File: src/hdl/tntf_pkg.sv
// ----------------------------------------------------------------------------
// tntf_pkg
// Types and constants shared by the triangle normal and tangent frame unit.
// ----------------------------------------------------------------------------
package tntf_pkg;

  localparam int COORD_WIDTH = 32;
  localparam int UNIT_WIDTH  = 16;

  // Edge and texcoord differences carry one extra bit.
  localparam int DIFF_W = COORD_WIDTH + 1;
  localparam int PROD_W = 2 * DIFF_W;
  localparam int VEC_W  = PROD_W + 2;

  // Normalizer: components are scaled below 2^A_W before the length is taken.
  localparam int A_W         = 30;
  localparam int SUM_W       = 2 * A_W + 2;
  localparam int LEN_W       = A_W + 1;
  localparam int SQRT_STEPS  = SUM_W / 2;
  localparam int SQRT_J_W    = $clog2(SQRT_STEPS);
  localparam int DEN_W       = LEN_W + 1;
  localparam int Q_W         = UNIT_WIDTH;
  localparam int Q_J_W       = $clog2(Q_W);
  localparam int CMP_W       = DEN_W + Q_W;

  localparam int FIFO_DEPTH = 2;
  localparam int FIFO_AW    = $clog2(FIFO_DEPTH);

  typedef logic signed [DIFF_W-1:0]     diff_t;
  typedef logic signed [PROD_W-1:0]     prod_t;
  typedef logic signed [VEC_W-1:0]      vec_t;
  typedef logic signed [UNIT_WIDTH-1:0] unit_t;

  typedef struct packed {
    logic signed [COORD_WIDTH-1:0] pos_x;
    logic signed [COORD_WIDTH-1:0] pos_y;
    logic signed [COORD_WIDTH-1:0] pos_z;
    logic signed [COORD_WIDTH-1:0] tex_u;
    logic signed [COORD_WIDTH-1:0] tex_v;
    logic signed [UNIT_WIDTH-1:0]  vnorm_x;
    logic signed [UNIT_WIDTH-1:0]  vnorm_y;
    logic signed [UNIT_WIDTH-1:0]  vnorm_z;
  } in_item_t;

  typedef struct packed {
    logic signed [UNIT_WIDTH-1:0] normal_x;
    logic signed [UNIT_WIDTH-1:0] normal_y;
    logic signed [UNIT_WIDTH-1:0] normal_z;
    logic signed [UNIT_WIDTH-1:0] tangent_x;
    logic signed [UNIT_WIDTH-1:0] tangent_y;
    logic signed [UNIT_WIDTH-1:0] tangent_z;
    logic signed [UNIT_WIDTH-1:0] bitangent_x;
    logic signed [UNIT_WIDTH-1:0] bitangent_y;
    logic signed [UNIT_WIDTH-1:0] bitangent_z;
    logic                         normal_fallback;
    logic                         tangent_valid;
  } out_item_t;

  // One face as handed from the front to the back.
  typedef struct packed {
    diff_t [2:0] e1;   // p1 - p0
    diff_t [2:0] e2n;  // p2 - p0
    diff_t [2:0] e2t;  // p2 - p1
    diff_t       du1;
    diff_t       dv1;
    diff_t       du2;
    diff_t       dv2;
    unit_t [2:0] vn;
  } job_t;

  typedef enum logic [2:0] {
    B_IDLE, B_MUL, B_NSTART, B_NWAIT, B_DCHK, B_OUT
  } back_state_e;

  typedef enum logic [1:0] {
    P_FACE, P_DET, P_TAN, P_BIT
  } pass_e;

  typedef enum logic [2:0] {
    N_IDLE, N_SHIFT, N_SQ, N_SQRT, N_DLOAD, N_DIV
  } norm_state_e;

endpackage

File: src/hdl/tntf_fifo.sv
// ----------------------------------------------------------------------------
// tntf_fifo
// Short queue of face jobs between the front and the back.
// ----------------------------------------------------------------------------
module tntf_fifo (
  input  logic           clk_i,
  input  logic           rst_ni,
  input  logic           push_i,
  input  tntf_pkg::job_t data_i,
  output logic           full_o,
  input  logic           pop_i,
  output tntf_pkg::job_t data_o,
  output logic           empty_o
);
  import tntf_pkg::*;

  job_t                 mem_q [FIFO_DEPTH];
  logic [FIFO_AW-1:0]   wr_q, rd_q;
  logic [FIFO_AW:0]     count_q;

  assign full_o  = (count_q == (FIFO_AW+1)'(FIFO_DEPTH));
  assign empty_o = (count_q == '0);
  assign data_o  = mem_q[rd_q];

  always_ff @(posedge clk_i or negedge rst_ni) begin
    if (!rst_ni) begin
      wr_q    <= '0;
      rd_q    <= '0;
      count_q <= '0;
    end else begin
      if (push_i) begin
        wr_q <= wr_q + 1'b1;
      end
      if (pop_i) begin
        rd_q <= rd_q + 1'b1;
      end
      if (push_i && !pop_i) begin
        count_q <= count_q + 1'b1;
      end else if (pop_i && !push_i) begin
        count_q <= count_q - 1'b1;
      end
    end
  end

  always_ff @(posedge clk_i) begin
    if (push_i) begin
      mem_q[wr_q] <= data_i;
    end
  end

  a_count_range: assert property (@(posedge clk_i) disable iff (!rst_ni)
    count_q <= (FIFO_AW+1)'(FIFO_DEPTH))
    else $error("job queue count out of range");

  a_no_overflow: assert property (@(posedge clk_i) disable iff (!rst_ni)
    push_i |-> (!full_o || pop_i))
    else $error("job pushed into full queue");

  a_no_underflow: assert property (@(posedge clk_i) disable iff (!rst_ni)
    pop_i |-> !empty_o)
    else $error("job popped from empty queue");

endmodule

File: config.mk
export PLATFORM = sky130hd
export DESIGN_NAME = tntf_fifo
export DESIGN_NICKNAME = d
export VERILOG_FILES = /design/src/hdl/tntf_pkg.sv /design/src/hdl/tntf_fifo.sv
export SDC_FILE = /design/constraint.sdc
export NUM_CORES = 1
export LEC_CHECK = 0
export ABC_AREA = 1
export BUFFER_PORTS_ARGS = -buffer_cell sky130_fd_sc_hd__buf_2
export CAP_MARGIN = 5
export CORE_AREA = 2 2 377 379
export DETAILED_ROUTE_END_ITERATION = 6
export DIE_AREA = 0 0 379 381
export MAX_ROUTING_LAYER = met4
export PLACE_DENSITY = 0.55
export SLEW_MARGIN = 20
export SYNTH_ARGS = -nofsm -noshare
export SYNTH_HDL_FRONTEND = slang
export SYNTH_SLANG_ARGS = --single-unit
File: constraint.sdc
create_clock -name clk_i -period 34.9 [get_ports clk_i]
set_input_delay 5.235 -clock clk_i [delete_from_list [all_inputs] [get_ports clk_i]]
set_output_delay 5.235 -clock clk_i [all_outputs]
set_load 0.005 [all_outputs]
=== After elaboration in Yosys (flattened, before gate mapping) ===
Memories as Yosys holds them, arrays and structs flattened.
Cells that the tools add are included.

* Output and inout port bits: 479
* Input bits: 481
* Register bits: 4
* RAM bits: 954
* Memories: 1
* Word-level logic and storage cells: 19

{| class="wikitable"
|+ Memories
! memory !! depth !! bits a word !! read ports !! clocked after memory_dff !! write ports !! RTL line !! source
|-
| mem_q || 2 || 477 || 1 || 0 || 1 || tntf_fifo.sv:17 || <nowiki>job_t mem_q [FIFO_DEPTH];</nowiki>
|}

* Add/subtract/negate cells: 4
* Reductions and logical operators: 6
* Equality and inequality tests: 1
* Multiplexer cells: 4

{| class="wikitable"
|+ Operators with widths
! kind !! count
|-
| 2-to-1 mux 2 bit || 2
|-
| adder 1 bit (second input constant) || 2
|-
| adder 2 x 1 -> 2 bit (second input constant) || 1
|-
| equality test 2 bit (second input constant) || 1
|-
| logical AND 1 bit || 2
|-
| zero test 1 bit || 2
|-
| zero test 2 bit || 1
|-
| 2-to-1 mux 1 bit || 2
|-
| nonzero test 2 bit || 1
|-
| subtractor 2 x 1 -> 2 bit (second input constant) || 1
|}

=== Longest topological paths before layout ===
* Depth in word-level cells: 4
* Mapped depth: 7
* Gate-level depth less buffers: 7

=== Worst setup path before layout ===
No wires, ideal clock.

* Kind: in2reg
* Start: input port push_i
* End: memory mem_q[0][0] in the netlist's numbering, enable pin
* Path buffers: 0
* Library setup time: 1342 ps
* Required time: 33558 ps
* Cell stages on the path: 2
* Arrival: 25188 ps
* Path slack: 8370 ps
* Cells stage by stage: inv_1 -> nor2_1

* Word-level cells in the longest chain between the ends: 2

{| class="wikitable"
|+ Ends and longest elaborated chain
! item !! RTL line !! source
|-
| from (decl) || tntf_fifo.sv:8 || <nowiki>input logic push_i,</nowiki>
|-
| 2-to-1 mux 1 bit || tntf_fifo.sv:46 || <nowiki>if (push_i) begin</nowiki>
|-
| 2-to-1 mux 1 bit (implied by the code) || tntf_fifo.sv:47 || <nowiki>mem_q[wr_q] <= data_i;</nowiki>
|-
| to (decl) || tntf_fifo.sv:17 ||
|}

No other way between the ends.

==> impl_metrics.ini <==
[routing]
drt_wl_total_um = 91700
drcViolationCount = 0
wl_per_cell_um = 20.1
ant_nets = 0
via_count = 18000
drtPass1Iterations = 5
via_per_inst = 3.95
drt_iter0_drc = 954

[place]
place_hpwl_um = 66000
gp_congestion = 0.787
io_buffers = 959

[cts]
cts_tree = yes
cts_buffer_depth = 3
post-cts-setup-buffers = 0
cts_resized = 0
cts.reportedPaths.clkPinSlew_ns = 0.06
cts_root_buffer = clkbuf_16
ctsHoldBuffers = 0
cts_buffers = 102
cts_sinks = 958
htree_levels = 3
clkLatencyLatePin_ns = 0.70

[yosys]
synth_top_family_by_area = multiplexers
syn-cell-area_mm2 = 0.0348
ys_warn_count = 0
synth_fa_ha_area_share_pct = 0.0360
ys_ff_latch = 958
synth.yosys.seq_area_share_pct = 82.6
yosys.area_share.xor_xnor_pct = 0.0755
syn_nets = 1991
synthCells = 1509
synthSimpleGateAreaFrac_pct = 0.119
synthTopCellsByArea = edfxtp_1 82%, mux2_2 15%, buf_6 1.6%, dfrtp_1 0.29%, inv_1 0.076%
yosysTopAreaCellShare_pct = 82.3
yosys.area.top_type = edfxtp_1
synth.avg_cell_area_um2 = 23.1
synth_mux_area_share_pct = 15.4
ys_types = 14
synth_compound_gate_area_share_pct = 0

[sta]
period_share_pct = 28.8
finalMaxSlewViolations = 0
worst_pin_slew_ns = 1.23
slew_headroom_pct = 18.2
rsz0062_at_grt = no
skew_ns = 0.0324
period_minus_slack_ns = 10.06
timing.fmax_ghz = 0.0994
hold_viol = 0
setup_viol = 0
fin_setup_tns_ns = 0

[layout]
final_util_pct = 31.9
final_common_cell = buf_2
fin_nets = 3019
final_cell_mix = 959 x buf_2, 954 x edfxtp_1, 476 x mux2_2, 102 x clkbuf_16, 26 x clkinv_1
drive_gt1_share_pct = 61.0
syn_to_final_growth_pct = 28.9

[setup_path]
critPathMostFrequentCell = buf_4
path_class = flip-flop to output port
critPathTopFamily = buffers and inverters
critPathLaunch = rd_q
worstReg2RegStart = wr_q
path_cells = buf_4, buf_4, buf_4, mux2_2, buf_2
critPathSlowestCell = dfrtp_4
worst-path-buf-inv = 4
worst-path-max-fanout = 68
critical_path.max_stage_delay_ns = 1.00
critPathCaptureType = output port
crit_arrival_ns = 4.83
crit_required_ns = 29.66
crit_path_start_kind = flip-flop

[grt]
grt-ovfl-total = 0
grt_pass1_wl_um = 125000
grt_max_degree = 151
grtUsageTotal_pct = 12.4
antenna_found_initial = 56
grt_pass1_vias = 18700

[floorplanning]
row_count = 138
pin_count = 960
fp.dieW_um = 379
die_h_um = 381
fp.coreArea_mm2 = 0.141
start_util_pct = 24.8
die_area_mm2 = 0.144

[worst_hold_path]
min_from = count_q[1]
hold_path_class = flip-flop to flip-flop

[power]
pwr-share-seq_pct = 45.0
switchingPower_mw = 0.991
power.share.clock_pct = 28.8
p_leak_nw = 16.3
vdd_drop_max_uv = 54.7
power.share.switching_pct = 28.1
internal_power_mw = 2.53
pwr-share-comb_pct = 26.2
power_density_mw_per_mm2 = 78.6

[outcome]
status = finished, final reports clean

[flow_run]
max_cap_violations = 0
## worst min-delay path: stages, from the launching register on
cell	delay, ns
dfrtp_1	0.38
nand2_1	0.06
nand2_1	0.05
## power groups by stage
stage	clock network, mW	registers [mW]	logic [mW]
5_1_grt	1.09	1.61	0.999
6_report	1.01	1.59	0.925
3_5_place_dp	0	1.61	0.947
4_1_cts	1.05	1.59	0.953
2_1_floorplan	0	1.74	0.565
3_3_place_gp	0	1.61	0.949
## through the flow
step | hold WS [ns] | area, um2 | cells | total power [mW] | setup WS, ns
after floorplan | 0.463 | 34800 | 1509 | 2.30 | 8.37
final | 0.520 | 44800 | 4553 | 3.53 | 24.84
after global routing | 0.562 | 44800 | 4548 | 3.69 | 24.49
after global placement | 0.493 | 41600 | 4323 | 2.56 | 24.91
after CTS | 0.513 | 44700 | 4506 | 3.59 | 24.69
after detailed placement | 0.495 | 41600 | 4323 | 2.56 | 24.97
## layer usage
metal / share of wire (%) / global-route usage, % / vias up
met2: 52 / 21.7 / 711
li1: - / - / 8207
met4: 2.8 / 4.50 / 0
met5: 0 / - / -
met3: 11 / 5.67 / 158
met1: 34 / 11.9 / 8903
## synth_stat cells (all sizes together)
| library cell | count |
|---|---|
| nor2 | 3 |
| inv | 7 |
| nand2 | 5 |
| ha | 1 |
| mux2 | 477 |
| dfrtp | 4 |
| xnor2 | 1 |
| buf | 53 |
| nand4 | 1 |
| edfxtp | 954 |
| nand3 | 1 |
| xor2 | 2 |
## cell families after synthesis
group | count (synthesis)
buffers and inverters | 60
XOR/XNOR | 3
adder cells (fa/ha/maj) | 1
AND/OR/NAND/NOR | 10
flip-flops | 958
multiplexers | 477
## path summary, 6_finish.rpt
path | slack, ns | endpoint | cells past startpoint
worst max-delay path | 24.84 | data_o[331] | 5
worst min-delay path | 0.52 | count_q[1] | 2
worst max register to register | 30.00 | mem_q[0][47] | 6
worst min register to register | 0.52 | count_q[1] | 2
max in group asynchronous | 30.42 | rd_q | 1
min in group asynchronous | 4.33 | wr_q | 1
## state kept, by name, indices dropped and copies added (netlist names)
signal and cells:
count_q 2, mem_q 954, rd_q 1, wr_q 1
## cell type report
type	count	area (um2)
Fill cell	13900	95700
Inverter	7	33.8
Clock inverter	63	514
Multi-Input combinational cell	491	5460
Antenna cell	47	118
Clock buffer	120	2620
Timing Repair Buffer	977	4970
Tap cell	1890	2360
Sequential cell	958	28800
Power figures use the tool's default switching activity.
