File: src/hdl/tntf_pkg.sv
// ----------------------------------------------------------------------------
// tntf_pkg
// Types and constants shared by the triangle normal and tangent frame unit.
// ----------------------------------------------------------------------------
package tntf_pkg;

  localparam int COORD_WIDTH = 32;
  localparam int UNIT_WIDTH  = 16;

  // Edge and texcoord differences carry one extra bit.
  localparam int DIFF_W = COORD_WIDTH + 1;
  localparam int PROD_W = 2 * DIFF_W;
  localparam int VEC_W  = PROD_W + 2;

  // Normalizer: components are scaled below 2^A_W before the length is taken.
  localparam int A_W         = 30;
  localparam int SUM_W       = 2 * A_W + 2;
  localparam int LEN_W       = A_W + 1;
  localparam int SQRT_STEPS  = SUM_W / 2;
  localparam int SQRT_J_W    = $clog2(SQRT_STEPS);
  localparam int DEN_W       = LEN_W + 1;
  localparam int Q_W         = UNIT_WIDTH;
  localparam int Q_J_W       = $clog2(Q_W);
  localparam int CMP_W       = DEN_W + Q_W;

  localparam int FIFO_DEPTH = 2;
  localparam int FIFO_AW    = $clog2(FIFO_DEPTH);

  typedef logic signed [DIFF_W-1:0]     diff_t;
  typedef logic signed [PROD_W-1:0]     prod_t;
  typedef logic signed [VEC_W-1:0]      vec_t;
  typedef logic signed [UNIT_WIDTH-1:0] unit_t;

  typedef struct packed {
    logic signed [COORD_WIDTH-1:0] pos_x;
    logic signed [COORD_WIDTH-1:0] pos_y;
    logic signed [COORD_WIDTH-1:0] pos_z;
    logic signed [COORD_WIDTH-1:0] tex_u;
    logic signed [COORD_WIDTH-1:0] tex_v;
    logic signed [UNIT_WIDTH-1:0]  vnorm_x;
    logic signed [UNIT_WIDTH-1:0]  vnorm_y;
    logic signed [UNIT_WIDTH-1:0]  vnorm_z;
  } in_item_t;

  typedef struct packed {
    logic signed [UNIT_WIDTH-1:0] normal_x;
    logic signed [UNIT_WIDTH-1:0] normal_y;
    logic signed [UNIT_WIDTH-1:0] normal_z;
    logic signed [UNIT_WIDTH-1:0] tangent_x;
    logic signed [UNIT_WIDTH-1:0] tangent_y;
    logic signed [UNIT_WIDTH-1:0] tangent_z;
    logic signed [UNIT_WIDTH-1:0] bitangent_x;
    logic signed [UNIT_WIDTH-1:0] bitangent_y;
    logic signed [UNIT_WIDTH-1:0] bitangent_z;
    logic                         normal_fallback;
    logic                         tangent_valid;
  } out_item_t;

  // One face as handed from the front to the back.
  typedef struct packed {
    diff_t [2:0] e1;   // p1 - p0
    diff_t [2:0] e2n;  // p2 - p0
    diff_t [2:0] e2t;  // p2 - p1
    diff_t       du1;
    diff_t       dv1;
    diff_t       du2;
    diff_t       dv2;
    unit_t [2:0] vn;
  } job_t;

  typedef enum logic [2:0] {
    B_IDLE, B_MUL, B_NSTART, B_NWAIT, B_DCHK, B_OUT
  } back_state_e;

  typedef enum logic [1:0] {
    P_FACE, P_DET, P_TAN, P_BIT
  } pass_e;

  typedef enum logic [2:0] {
    N_IDLE, N_SHIFT, N_SQ, N_SQRT, N_DLOAD, N_DIV
  } norm_state_e;

endpackage

File: src/hdl/tntf_front.sv
// ----------------------------------------------------------------------------
// tntf_front
// Collects corners and forms the edge and texcoord deltas of each face.
// ----------------------------------------------------------------------------
module tntf_front (
  input  logic               clk_i,
  input  logic               rst_ni,
  input  logic               push_i,
  output logic               full_o,
  input  tntf_pkg::in_item_t item_i,
  input  logic               job_full_i,
  output logic               job_push_o,
  output tntf_pkg::job_t     job_o
);
  import tntf_pkg::*;

  logic [1:0] cnt_q, cnt_d;
  in_item_t   c0_q, c1_q;
  logic       third, accept;

  assign third      = (cnt_q >= 2'd2);
  assign full_o     = third && job_full_i;
  assign accept     = push_i && !full_o;
  assign job_push_o = accept && third;

  always_comb begin
    cnt_d = cnt_q;
    if (accept) begin
      cnt_d = third ? 2'd0 : cnt_q + 2'd1;
    end
  end

  always_ff @(posedge clk_i or negedge rst_ni) begin
    if (!rst_ni) begin
      cnt_q <= 2'd0;
    end else begin
      cnt_q <= cnt_d;
    end
  end

  always_ff @(posedge clk_i) begin
    if (accept && cnt_q == 2'd0) begin
      c0_q <= item_i;
    end
    if (accept && cnt_q == 2'd1) begin
      c1_q <= item_i;
    end
  end

  always_comb begin
    job_o.e1[0]  = DIFF_W'(c1_q.pos_x) - DIFF_W'(c0_q.pos_x);
    job_o.e1[1]  = DIFF_W'(c1_q.pos_y) - DIFF_W'(c0_q.pos_y);
    job_o.e1[2]  = DIFF_W'(c1_q.pos_z) - DIFF_W'(c0_q.pos_z);
    job_o.e2n[0] = DIFF_W'(item_i.pos_x) - DIFF_W'(c0_q.pos_x);
    job_o.e2n[1] = DIFF_W'(item_i.pos_y) - DIFF_W'(c0_q.pos_y);
    job_o.e2n[2] = DIFF_W'(item_i.pos_z) - DIFF_W'(c0_q.pos_z);
    job_o.e2t[0] = DIFF_W'(item_i.pos_x) - DIFF_W'(c1_q.pos_x);
    job_o.e2t[1] = DIFF_W'(item_i.pos_y) - DIFF_W'(c1_q.pos_y);
    job_o.e2t[2] = DIFF_W'(item_i.pos_z) - DIFF_W'(c1_q.pos_z);
    // The v coordinate is flipped to 1-v, which reverses the v deltas.
    job_o.du1    = DIFF_W'(c1_q.tex_u) - DIFF_W'(c0_q.tex_u);
    job_o.dv1    = DIFF_W'(c0_q.tex_v) - DIFF_W'(c1_q.tex_v);
    job_o.du2    = DIFF_W'(item_i.tex_u) - DIFF_W'(c1_q.tex_u);
    job_o.dv2    = DIFF_W'(c1_q.tex_v) - DIFF_W'(item_i.tex_v);
    job_o.vn[0]  = c0_q.vnorm_x;
    job_o.vn[1]  = c0_q.vnorm_y;
    job_o.vn[2]  = c0_q.vnorm_z;
  end

endmodule

File: config.mk
export PLATFORM = sky130hd
export DESIGN_NAME = tntf_front
export DESIGN_NICKNAME = d
export VERILOG_FILES = /design/src/hdl/tntf_pkg.sv /design/src/hdl/tntf_front.sv
export SDC_FILE = /design/constraint.sdc
export NUM_CORES = 1
export LEC_CHECK = 0
export BUFFER_PORTS_ARGS = -buffer_cell sky130_fd_sc_hd__buf_4
export CAP_MARGIN = 30
export CORE_AREA = 2 2 269 271
export CTS_CLUSTER_SIZE = 40
export DETAILED_ROUTE_END_ITERATION = 10
export DIE_AREA = 0 0 271 273
export PLACE_DENSITY = 0.71
export SETUP_SLACK_MARGIN = 0.4
export SYNTH_ARGS = -nofsm -noshare
export SYNTH_HDL_FRONTEND = slang
export SYNTH_SLANG_ARGS = --single-unit
File: constraint.sdc
create_clock -name clk_i -period 23.7 [get_ports clk_i]
set_input_delay 2.37 -clock clk_i [delete_from_list [all_inputs] [get_ports clk_i]]
set_output_delay 2.37 -clock clk_i [all_outputs]
set_load 0.005 [all_outputs]
==> After elaboration in Yosys (flattened, before gate mapping) <==
Cells that the tools add are included.
{ "word_totals": {"ff_bits": 370, "word_cells": 38, "in_bits": 212, "out_inout_bits": 479} }
{ "op_classes": {"add_sub_neg": 14, "n_reduce_logical": 7, "eq_ne": 1, "n_lt_le_gt_ge": 1, "muxes": 1} }
{ "op_table": {"columns": ["op", "n"], "rows": [
  ["32-bit by 32-bit subtractor with 33-bit output", 13],
  ["1-bit logical AND", 5],
  ["2-bit by 1-bit adder with 2-bit output, second input constant", 1],
  ["2-bit by 1-bit == test with 1-bit output, second input constant", 1],
  ["2-bit >= comparator, second input constant", 1],
  ["2-bit zero test", 1],
  ["2-bit 2-to-1 mux", 1],
  ["1-bit zero test", 1]
]} }

==> Logic depth before layout (Yosys ltp) <==
Gate-level depths: netlist (run 1).
{ "depth": {"ltp_word": 5, "ltp_mapped": 13, "mapped_depth_nobuf": 13} }

==> Worst setup path before layout (run 1) <==
Ideal clock, no wire load.
{ "synth_timing": {"path_kind": "input-to-reg", "from": "in push_i", "to": "reg c0_q[100] (netlist name) (enable)", "t_arrival_ns": 16.451, "path_stages": 2, "slack_ns": 6.214, "required_time_ns": 22.665, "path_buffers": 0, "setup_time_ns": 1.035, "path_cell_list": "inv_1 -> nor3_1"} }
{ "synth_between": {"elab_chain_cells": 2} }
{ "synth_lines": {"columns": ["element", "line", "text"], "rows": [
  ["from (decl)", "tntf_front.sv:8", "input logic push_i,"],
  ["1-bit logical AND", "tntf_front.sv:23", "assign accept = push_i && !full_o;"],
  ["1-bit logical AND", "tntf_front.sv:42", "if (accept && cnt_q == 2'd0) begin"],
  ["to (signal assigned)", "tntf_front.sv:43", "c0_q <= item_i;"],
  ["to (decl)", "tntf_front.sv:18", "in_item_t c0_q, c1_q;"]
]} }
Every way passes these cells.
A chain may end at the register's enable or synchronous reset.

==> results of run 1 <==
per-stage QoR:
| step | hold WS (ps) | std cells | power, W |
|---|---|---|---|
| after floorplan | 473 | 3487 | 0.00227 |
| after global placement | 508 | 5059 | 0.00326 |
| after detailed placement | 526 | 5059 | 0.00327 |
| after CTS | 537 | 5144 | 0.00399 |
| after global routing | 575 | 5150 | 0.00422 |
| final | 555 | 5152 | 0.00398 |
synthesized netlist by cell type, types with 62 or more instances:
cell type | count | area share [%]
sky130_fd_sc_hd__xor2_1 | 121 | 3.3
sky130_fd_sc_hd__xnor2_1 | 242 | 6.5
sky130_fd_sc_hd__a21oi_1 | 328 | 5.1
sky130_fd_sc_hd__nor2b_1 | 62 | 1.2
sky130_fd_sc_hd__a21o_1 | 213 | 4.9
sky130_fd_sc_hd__edfxtp_1 | 368 | 34
sky130_fd_sc_hd__o21ai_0 | 168 | 2.6
sky130_fd_sc_hd__nand3_1 | 73 | 1.1
sky130_fd_sc_hd__nand2_1 | 197 | 2.3
sky130_fd_sc_hd__ha_1 | 416 | 16
sky130_fd_sc_hd__inv_1 | 436 | 5.0
sky130_fd_sc_hd__nor2_1 | 189 | 2.2
routing by layer:
layer  global-route usage (%)  wire length (microns)  up-vias  share of wire, %
li1                         -                      -    13859                 -
met1                     31.8                  41400    13112                42
met2                     42.8                  46500      837                47
met3                     5.29                   6610      163               6.7
met4                     9.46                   3570        0               3.6
met5                        0                      0        -                 0
area by class of cell:
class	count	area share (%)
antenna	8	0.0501
clock buffer	56	3.13
tap	950	2.97
sequential	370	27.8
clock inverter	29	0.588
multi-input combinational	2604	48.3
timing repair buffer	699	13.1
inverter	436	4.09
flip-flops by register name, indices dropped and copies added (netlist names):
name	count
c0_q	160
c1_q	160
job_o	48
cnt_q	2
cell families (layout without fill, tap and decap cells):
logic type               count (synthesis)  count (layout)  share of synthesized area (%)
adder cells (fa/ha/maj)                429             429                           16.8
buffers and inverters                  513            1220                           6.48
flip-flops                             370             370                           34.2
AO/OA/AOI/OAI                         1060            1060                           21.5
XOR/XNOR                               363             363                           9.78
other                                    0               8                              0
multiplexers                             4               4                          0.123
AND/OR/NAND/NOR                        748             748                           11.2
power by group:
part	switching (W)	internal, W
Sequential	0.0000485	0.000874
Combinational	0.00126	0.00109
Clock	0.000285	0.000417
path summary, 6_finish.rpt:
kind / start / to / slack [ps] / depth (start not counted)
worst max-delay path: item_i[112] / job_o[278] / 15480 / 15
worst min-delay path: cnt_q[0] / cnt_q[0] / 550 / 1
worst max register to register: cnt_q[0] / c1_q[89] / 20930 / 4
worst min register to register: cnt_q[0] / cnt_q[0] / 550 / 1
max in group asynchronous: rst_ni / cnt_q[1] / 22040 / 1
min in group asynchronous: rst_ni / cnt_q[0] / 1570 / 1
cell usage in the layout, fill, tap and decap left out, types with 62 or more instances in the layout:
cell	Yosys	layout
sky130_fd_sc_hd__xor2_1	121	121
sky130_fd_sc_hd__ha_1	416	416
sky130_fd_sc_hd__inv_1	436	436
sky130_fd_sc_hd__a21o_1	213	213
sky130_fd_sc_hd__buf_4	48	699
sky130_fd_sc_hd__nand2_1	197	197
sky130_fd_sc_hd__xnor2_1	242	242
sky130_fd_sc_hd__edfxtp_1	368	368
sky130_fd_sc_hd__nor2b_1	62	62
sky130_fd_sc_hd__a21oi_1	328	328
sky130_fd_sc_hd__nand3_1	73	73
sky130_fd_sc_hd__o21ai_0	168	168
sky130_fd_sc_hd__nor2_1	189	188
==> results.py, run 1 <==
metrics = {
    "route": {
        "routed_wire_length_per_instance_microns": 19.0,
        "remaining_drc_errors": 0,
        "route.detailed.vias_per_inst": 5.43,
        "via_count": 27971,
        "drt-total-wl_mm": 98.1,
        "drt_iter0_markers": 1760,
        "dr.pass1.iters": 5,
        "ant_nets": 0,
    },
    "sta": {
        "worst_pin_slew_ps": 938,
        "unrepaired_setup_endpoints_after_global_routing": "no",
        "final_max_slew_viol_count": 0,
        "skew_ps": 20.6,
        "fmax_ghz": 0.122,
        "post-route-min-period_ps": 8220,
        "timing.final.hold_violations": 0,
        "relSlewSlack_pct": 37.5,
        "final.setup.worst_slack_ps": 15480,
        "setup_violations": 0,
        "timing.final.crit_share_pct": 34.7,
        "tns_ps": 0,
    },
    "setup_path": {
        "path_class": "input pin to output port",
        "worst_stage_delay_on_the_critical_path_ps": 670,
        "critical_path_maximum_fanout": 3,
        "path_delay_family": "compound AO/OA/AOI/OAI gates",
        "worst-endpoint-arrival_ps": 5850,
        "startpoint_type": "input pin",
        "critical_path.n_buffers_inverters": 3,
        "required_ps": 21330,
        "crit_chain": "buf_4 > inv_1 > ha_1 > fa_1 > nor2b_1 > o21ai_1 > a21oi_1 > o21ai_0 > o41ai_1 > a21oi_1 > a41oi_1 > a221o_1 > and3_1 > o22ai_1 > buf_4",
        "setup.worst_path.end_class": "output port",
        "critical-path-slowest-cell": "sky130_fd_sc_hd__o41ai_1",
    },
    "yosys": {
        "synthesis.instances": 3487,
        "synth_seq_area_share_pct": 34.2,
        "synth_flop_cell": "sky130_fd_sc_hd__edfxtp_1",
        "ys_async_sr_fraction_pct": 0.541,
        "synth.cell_area_sq_um": 32500,
        "postSynthRegisterBits": 370,
        "yosysWarningCount": 0,
        "synth_fp_nets": 4128,
        "synth-edff-count": 368,
        "synthesis.area_per_instance_sq_um": 9.32,
        "yosys.cell_types.count": 90,
    },
    "clock_network": {
        "cts_buffer_depth": 3,
        "cts.hold.buffers_added": 0,
        "clock_sink_count": 370,
        "tritoncts_clock_tree": "yes",
        "clock_latency_ps": 570,
        "post_cts_setup_repair_buffer_count": 0,
        "ctsResizeCount": 0,
        "cts-htree-levels": 2,
        "cts_buffers": 46,
        "clockRootBuffer": "sky130_fd_sc_hd__clkbuf_16",
        "cts.clk_slew.worst_paths_ps": 50,
    },
    "power_and_ir_drop": {
        "pleak_nw": 19.0,
        "maximum_resistive_drop_on_vdd_uv": 55.9,
        "cellPowerDensity_nw_per_um2": 99.4,
    },
    "cells_and_area": {
        "area.sequential_sq_um": 11100,
        "post-route-cell-area_sq_um": 40000,
        "util_after_layout_pct": 56.3,
        "multi_input_area_sq_um": 19300,
        "drive_gt1_share_pct": 19.6,
        "nFillCells": 6326,
        "layout-area-overhead-vs-synth_pct": 23.0,
        "fin_nets": 4798,
    },
    "die": {
        "initial_core_util_pct": 45.8,
        "floorplan.die.height_microns": 273,
        "floorplan_die_width_microns": 271,
        "row_count": 98,
        "io_pins": 691,
        "core_area_sq_um": 71000,
        "floorplan.die_area_sq_um": 74000,
    },
    "placement": {
        "place.detailed.hpwl_mm": 80.8,
        "place.gp.congestion": 0.945,
        "dpl_cell_area_sq_um": 38500,
        "port_buffers": 690,
        "dpl_worst_slack_ps": 15530,
    },
    "global_routing": {
        "via_count_of_the_first_global_routing_pass": 26937,
        "global_route.usage.total_pct": 25.3,
        "grt_first_pass_wirelength_mm": 149,
        "grt_overflow": 0,
        "grt_start_max_net_pins": 65,
        "antenna_found_initial": 8,
    },
    "run": {
        "max_capacitance_violation_count": 0,
    },
    "outcome": {
        "run_status": "complete, no violations",
    },
    "worst_hold_path": {
        "min_path_type": "register to register",
    },
}
Note: power is estimated with default switching activity, not from simulation.
==> inputs of run 2 (changes only) <==
--- a/config.mk
+++ b/config.mk
@@ -7,11 +7,11 @@
 export LEC_CHECK = 0
 export BUFFER_PORTS_ARGS = -buffer_cell sky130_fd_sc_hd__buf_4
 export CAP_MARGIN = 30
-export CORE_AREA = 2 2 269 271
+export CORE_AREA = 2 2 271 273
 export CTS_CLUSTER_SIZE = 40
 export DETAILED_ROUTE_END_ITERATION = 10
-export DIE_AREA = 0 0 271 273
-export PLACE_DENSITY = 0.71
+export DIE_AREA = 0 0 273 275
+export PLACE_DENSITY = 0.73
 export SETUP_SLACK_MARGIN = 0.4
 export SYNTH_ARGS = -nofsm -noshare
 export SYNTH_HDL_FRONTEND = slang
==> constraint.sdc (replaced) <==
create_clock -name clk_i -period 7.3 [get_ports clk_i]
set_input_delay 0.73 -clock clk_i [delete_from_list [all_inputs] [get_ports clk_i]]
set_output_delay 0.73 -clock clk_i [all_outputs]
set_load 0.005 [all_outputs]
==> run 2 against run 1 <==
  * Register-to-register slack got worse by 16000 ps
  * Critical path type is now register to output port
  * Die area grew 1.5%
  * Cell area is essentially flat
  * Sequential power rose to 3.3 times the previous value
  * Via count decreased by 0.17%
  * Count of clock-buffer cells in the layout stayed put
  * Combinational power grew to 3.3 times the previous value
  * Final cell count barely moved
  * First-iteration DRC count decreased by 3.5%
  * Sequential share of layout area about the same
  * Power grew to 3.3 times the previous value
==> results.py, run 2 (synthesis gave the netlist of run 1 again) <==
metrics = {
    "clock_network": {
        "cts-htree-levels": 2,
        "cts_buffers": 47,
        "ctsResizeCount": 0,
        "cts_buffer_depth": 3,
        "clock_sink_count": 370,
        "clock_latency_ps": 580,
        "cts.clk_slew.worst_paths_ps": 60,
        "post_cts_setup_repair_buffer_count": 0,
        "clockRootBuffer": "sky130_fd_sc_hd__clkbuf_16",
        "tritoncts_clock_tree": "yes",
    },
    "route": {
        "drt_iter0_markers": 1699,
        "dr.pass1.iters": 8,
        "via_count": 27924,
        "routed_wire_length_per_instance_microns": 19.4,
        "route.detailed.vias_per_inst": 5.42,
        "remaining_drc_errors": 0,
        "drt-total-wl_mm": 100,
        "ant_nets": 0,
    },
    "cells_and_area": {
        "fin_nets": 4798,
        "drive_gt1_share_pct": 19.7,
        "nFillCells": 6497,
        "final_instance_count_excl_fillers": 5156,
        "layout-area-overhead-vs-synth_pct": 23.1,
        "layout.cells.most_common": "sky130_fd_sc_hd__buf_4",
        "commonest_cells_after_routing_fill_and_taps_aside": "sky130_fd_sc_hd__buf_4, sky130_fd_sc_hd__inv_1, sky130_fd_sc_hd__ha_1, sky130_fd_sc_hd__edfxtp_1, sky130_fd_sc_hd__a21oi_1",
    },
    "power_and_ir_drop": {
        "pleak_nw": 19.0,
        "power.total_w": 0.0130,
        "maximum_resistive_drop_on_vdd_uv": 214,
        "cellPowerDensity_nw_per_um2": 325,
    },
    "global_routing": {
        "via_count_of_the_first_global_routing_pass": 27197,
        "global_route.usage.total_pct": 25.5,
        "grt_overflow": 0,
        "grt_start_max_net_pins": 148,
        "grt_first_pass_wirelength_mm": 151,
        "antenna_found_initial": 10,
    },
    "sta": {
        "timing.final.hold_violations": 0,
        "post-route-min-period_ps": 5130,
        "timing.final.crit_share_pct": 70.3,
        "unrepaired_setup_endpoints_after_global_routing": "no",
        "setup_violations": 0,
        "tns_ps": 0,
        "fmax_ghz": 0.195,
        "worst_pin_slew_ps": 989,
        "skew_ps": 19.3,
        "relSlewSlack_pct": 34.0,
        "final_max_slew_viol_count": 0,
    },
    "setup_path": {
        "setup.worst_path.end_class": "output port",
        "path_class": "register to output port",
        "critical-path-slowest-cell": "sky130_fd_sc_hd__o41ai_1",
        "critical_path.n_buffers_inverters": 1,
        "critical_path_maximum_fanout": 5,
        "startpoint_type": "register",
        "worst-endpoint-arrival_ps": 4400,
        "crit_chain": "ha_1 > fa_1 > nor2b_1 > o21ai_0 > a21boi_0 > o21ai_0 > a21oi_1 > a21oi_1 > o41ai_1 > a31o_2 > a21oi_1 > xnor2_1 > buf_4",
        "worst_stage_delay_on_the_critical_path_ps": 570,
        "required_ps": 6570,
        "path_delay_family": "compound AO/OA/AOI/OAI gates",
        "cpMostUsedCell": "sky130_fd_sc_hd__a21oi_1",
    },
    "worst_hold_path": {
        "min_path_type": "input pin to register",
    },
    "placement": {
        "port_buffers": 690,
        "place.detailed.hpwl_mm": 82.0,
        "placed_cells": 5065,
        "place.gp.congestion": 0.935,
    },
    "die": {
        "core_area_sq_um": 72300,
        "initial_core_util_pct": 44.9,
        "floorplan.die.height_microns": 275,
        "floorplan_die_width_microns": 273,
        "row_count": 99,
        "floorplan.die_area_sq_um": 75100,
        "io_pins": 691,
    },
    "outcome": {
        "run_status": "complete, no violations",
    },
    "run": {
        "max_capacitance_violation_count": 0,
    },
}
[run 2: cell types whose count changed in the layout (fill, tap and decap cells not counted), moves of 2 or more]
cell	change
sky130_fd_sc_hd__buf_4	-4
sky130_fd_sc_hd__clkinv_2	-2
sky130_fd_sc_hd__clkinv_1	-6
sky130_fd_sc_hd__clkinvlp_4	+3
[run 2: power by group]
part / leakage [nW] / total, W / switching [W] / internal (W)
registers: 3.43 / 0.00300 / 0.000158 / 0.00284
logic: 14.8 / 0.00767 / 0.00414 / 0.00353
clock network: 0.725 / 0.00232 / 0.000958 / 0.00136
[run 2: metrics by stage]
stage / worst slack [ps] / utilization (%) / cell area, sq um / hold slack, ps
final: 2170 / 55.3 / 40000 / 328
after global routing: 1830 / 55.3 / 40000 / 300
after CTS: 2030 / 55.3 / 40000 / 285
after detailed placement: 2420 / 53.2 / 38500 / 517
after global placement: 2500 / 53.2 / 38500 / 516
after floorplan: 1130 / - / 32500 / 434
[run 2: what timing repair did]
| item | in CTS | in global routing |
|---|---|---|
| setup endpoints to repair | 0 | 0 |
| hold buffers | 1 | 0 |
| endpoints found under the hold margin | 2 | 0 |
[run 2: final timing paths]
kind / from / endpoint / slack [ps] / cells past startpoint
min reg2reg: cnt_q[0] / cnt_q[0] / 570 / 1
max reg2reg: cnt_q[1] / c0_q[106] / 4820 / 3
max: c0_q[176] / job_o[408] / 2170 / 13
min in group asynchronous: rst_ni / cnt_q[0] / 470 / 2
min: item_i[16] / job_o[16] / 330 / 1
max in group asynchronous: rst_ni / cnt_q[1] / 6740 / 2
[run 2: per-layer routing]
| layer | GRT usage [%] | share of wire, % | vias up |
|---|---|---|---|
| met4 | 9.06 | 3.4 | 8 |
| met5 | 0 | 0.047 | - |
| met1 | 31.8 | 42 | 12961 |
| met3 | 6.07 | 8.0 | 172 |
| li1 | - | - | 13866 |
| met2 | 43.0 | 47 | 917 |
[run 2: cell type report]
class	count	area [sq um]	area share [%]
clock inverters	26	243	0.607
repair buffers	698	5250	13.1
inverters	436	1640	4.09
well taps	959	1200	3.00
clock buffers	56	1250	3.13
flip-flops and latches	370	11100	27.7
diodes	7	17.5	0.0438
multi-input cells	2604	19300	48.3
==> inputs of run 3 (changes only) <==
--- a/config.mk
+++ b/config.mk
@@ -5,13 +5,14 @@
 export SDC_FILE = /design/constraint.sdc
 export NUM_CORES = 1
 export LEC_CHECK = 0
+export ABC_AREA = 1
 export BUFFER_PORTS_ARGS = -buffer_cell sky130_fd_sc_hd__buf_4
 export CAP_MARGIN = 30
-export CORE_AREA = 2 2 271 273
+export CORE_MARGIN = 2
+export CORE_UTILIZATION = 52
 export CTS_CLUSTER_SIZE = 40
 export DETAILED_ROUTE_END_ITERATION = 10
-export DIE_AREA = 0 0 273 275
-export PLACE_DENSITY = 0.73
+export PLACE_DENSITY = 0.76
 export SETUP_SLACK_MARGIN = 0.4
 export SYNTH_ARGS = -nofsm -noshare
 export SYNTH_HDL_FRONTEND = slang
==> constraint.sdc (replaced) <==
create_clock -name clk_i -period 5.08 [get_ports clk_i]
set_input_delay 0.508 -clock clk_i [delete_from_list [all_inputs] [get_ports clk_i]]
set_output_delay 0.508 -clock clk_i [all_outputs]
set_load 0.005 [all_outputs]
==> run 3 against run 2 <==
  * Final cell count rose by 83%
  * Synthesized cell count rose by 120%
  * Wire length rose by 68%
  * Combinational power rose by 94%
  * Largest power group unchanged
==> results.py, run 3 <==
metrics = {
    "route": {
        "drt_iter0_markers": 4209,
        "routed_wire_length_per_instance_microns": 17.8,
        "via_count": 47516,
        "dr.pass1.iters": 6,
        "drt-total-wl_mm": 168,
        "ant_nets": 0,
        "route.detailed.vias_per_inst": 5.02,
        "remaining_drc_errors": 0,
    },
    "setup_path": {
        "startpoint_type": "register",
        "setup.worst_path.end_class": "output port",
        "worst-endpoint-arrival_ps": 3080,
        "required_ps": 4570,
        "crit_chain": "ha_1 > fa_1 > inv_1 > nand2_1 > nand2_1 > nand3_1 > nand2_2 > nand2_1 > nand2_2 > xor2_1 > buf_4",
        "path_class": "register to output port",
        "path_delay_family": "adder cells",
        "flop2flop_setup_slack_ps": 2900,
        "worst_stage_delay_on_the_critical_path_ps": 430,
        "critical_path_maximum_fanout": 3,
        "critical-path-slowest-cell": "sky130_fd_sc_hd__fa_1",
        "critical_path.n_buffers_inverters": 2,
        "cpMostUsedCell": "sky130_fd_sc_hd__nand2_1",
    },
    "clock_network": {
        "cts-htree-levels": 2,
        "post_cts_setup_repair_buffer_count": 0,
        "clockRootBuffer": "sky130_fd_sc_hd__clkbuf_16",
        "cts_buffers": 46,
        "tritoncts_clock_tree": "yes",
        "cts.hold.buffers_added": 1,
        "clock_latency_ps": 640,
        "cts_buffer_depth": 3,
        "cts.clk_slew.worst_paths_ps": 70,
        "ctsResizeCount": 0,
        "clock_sink_count": 370,
    },
    "sta": {
        "timing.final.crit_share_pct": 70.6,
        "final.setup.worst_slack_ps": 1490,
        "setup_violations": 0,
        "fmax_ghz": 0.279,
        "worst_pin_slew_ps": 943,
        "relSlewSlack_pct": 36.9,
        "timing.final.hold_violations": 0,
        "skew_ps": 38.9,
        "post-route-min-period_ps": 3590,
        "final_max_slew_viol_count": 0,
        "final.hold.worst_slack_ps": 42.1,
        "unrepaired_setup_endpoints_after_global_routing": "no",
    },
    "power_and_ir_drop": {
        "maximum_resistive_drop_on_vdd_uv": 430,
        "pleak_nw": 33.2,
        "power.total_w": 0.0227,
        "cellPowerDensity_nw_per_um2": 433,
    },
    "yosys": {
        "synth.top_cell.area_share_pct": 27.3,
        "cell_with_the_most_instances_after_synthesis": "sky130_fd_sc_hd__nand2_1",
        "ys_async_sr_fraction_pct": 0.541,
        "synthesis.instances": 7575,
        "synth-edff-count": 368,
        "synth_flop_cell": "sky130_fd_sc_hd__edfxtp_1",
        "synth.top_cells.by_area": "sky130_fd_sc_hd__nand2_1, sky130_fd_sc_hd__edfxtp_1, sky130_fd_sc_hd__inv_1",
        "synth_seq_area_share_pct": 24.9,
        "yosysWarningCount": 0,
        "post_synth_most_frequent_cells": "sky130_fd_sc_hd__nand2_1, sky130_fd_sc_hd__inv_1, sky130_fd_sc_hd__nor2_1, sky130_fd_sc_hd__ha_1, sky130_fd_sc_hd__edfxtp_1",
        "postSynthRegisterBits": 370,
        "synthesis.area_per_instance_sq_um": 5.88,
        "synth_fp_nets": 8216,
        "synth.cell_area_sq_um": 44600,
        "yosys.cell_types.count": 22,
        "synth.largest_area_cell": "sky130_fd_sc_hd__nand2_1",
    },
    "die": {
        "row_count": 107,
        "io_pins": 691,
        "core_area_sq_um": 85000,
        "floorplan.die.height_microns": 297,
        "floorplan_die_width_microns": 297,
        "initial_core_util_pct": 52.4,
        "floorplan.die_area_sq_um": 88000,
    },
    "placement": {
        "place.gp.congestion": 1.02,
        "place.detailed.hpwl_mm": 146,
        "dpl_worst_slack_ps": 2010,
        "dpl_cell_area_sq_um": 50900,
        "port_buffers": 690,
        "placed_cells": 9359,
    },
    "global_routing": {
        "grt_first_pass_wirelength_mm": 253,
        "global_route.usage.total_pct": 37.0,
        "antenna_found_initial": 22,
        "grt_start_max_net_pins": 83,
        "grt_overflow": 0,
        "via_count_of_the_first_global_routing_pass": 44120,
    },
    "cells_and_area": {
        "final_instance_count_excl_fillers": 9460,
        "commonest_cells_after_routing_fill_and_taps_aside": "sky130_fd_sc_hd__nand2_1, sky130_fd_sc_hd__inv_1, sky130_fd_sc_hd__buf_4, sky130_fd_sc_hd__nor2_1, sky130_fd_sc_hd__ha_1",
        "post-route-cell-area_sq_um": 52400,
        "layout.cells.most_common": "sky130_fd_sc_hd__nand2_1",
        "fin_nets": 8905,
        "layout-area-overhead-vs-synth_pct": 17.7,
        "drive_gt1_share_pct": 10.4,
    },
    "run": {
        "max_capacitance_violation_count": 0,
    },
    "worst_hold_path": {
        "min_path_type": "input pin to register",
    },
    "outcome": {
        "run_status": "complete, no violations",
    },
}
## run 3: cell types whose count changed in the layout (fill, tap and decap cells not counted), moves of 68 or more
cell / previous run / this run
sky130_fd_sc_hd__o21ai_0: 168 / 0
sky130_fd_sc_hd__inv_1: 436 / 1959
sky130_fd_sc_hd__a21oi_1: 328 / 260
sky130_fd_sc_hd__a21o_1: 213 / 13
sky130_fd_sc_hd__nand2_1: 197 / 3242
sky130_fd_sc_hd__nand3_1: 73 / 288
sky130_fd_sc_hd__nor2_1: 188 / 536
sky130_fd_sc_hd__xnor2_1: 242 / 26
## run 3: where the power goes
group	internal, W	total, W	switching, W
logic	0.00547	0.0149	0.00938
clock network	0.00185	0.00339	0.00154
registers	0.00414	0.00444	0.000307
## run 3: final timing paths
kind | from | end | cells after the start
worst max-delay path | c0_q[144] | job_o[423] | 11
worst min-delay path | item_i[3] | job_o[35] | 1
worst max register to register | cnt_q[1] | job_o[19] | 2
worst min register to register | cnt_q[0] | cnt_q[0] | 2
max in group asynchronous | rst_ni | cnt_q[0] | 2
min in group asynchronous | rst_ni | cnt_q[1] | 2
## run 3: final cells by class
type,instances,area (sq um)
fillers,8308,32600
multi-input cells,5189,25700
flip-flops and latches,370,11100
inverters,1959,7350
repair buffers,698,5290
well taps,1144,1430
clock buffers,53,1180
clock inverters,32,339
diodes,15,37.5
## run 3: cells by family after synthesis
group	after synthesis	share of synthesized area, %
XOR/XNOR	195	3.83
AND/OR/NAND/NOR	4268	37.9
buffers and inverters	2016	17.5
adder cells (fa/ha/maj)	429	12.3
flip-flops	370	24.9
AO/OA/AOI/OAI	297	3.57
## run 3: routing by layer
| metal | global-route usage (%) | share of wire [%] | vias up |
|---|---|---|---|
| li1 | - | - | 23856 |
| met1 | 47.5 | 41 | 21223 |
| met2 | 60.8 | 45 | 2058 |
| met3 | 6.63 | 9.3 | 363 |
| met4 | 16.2 | 5.0 | 16 |
| met5 | 0 | 0.062 | - |
## run 3: per-stage QoR
stage | utilization (%) | TNS [ps]
final | 61.7 | 0
after global routing | 61.7 | 0
after CTS | 61.6 | 0
after detailed placement | 59.8 | 0
after global placement | 59.8 | 0
after floorplan | - | -186430
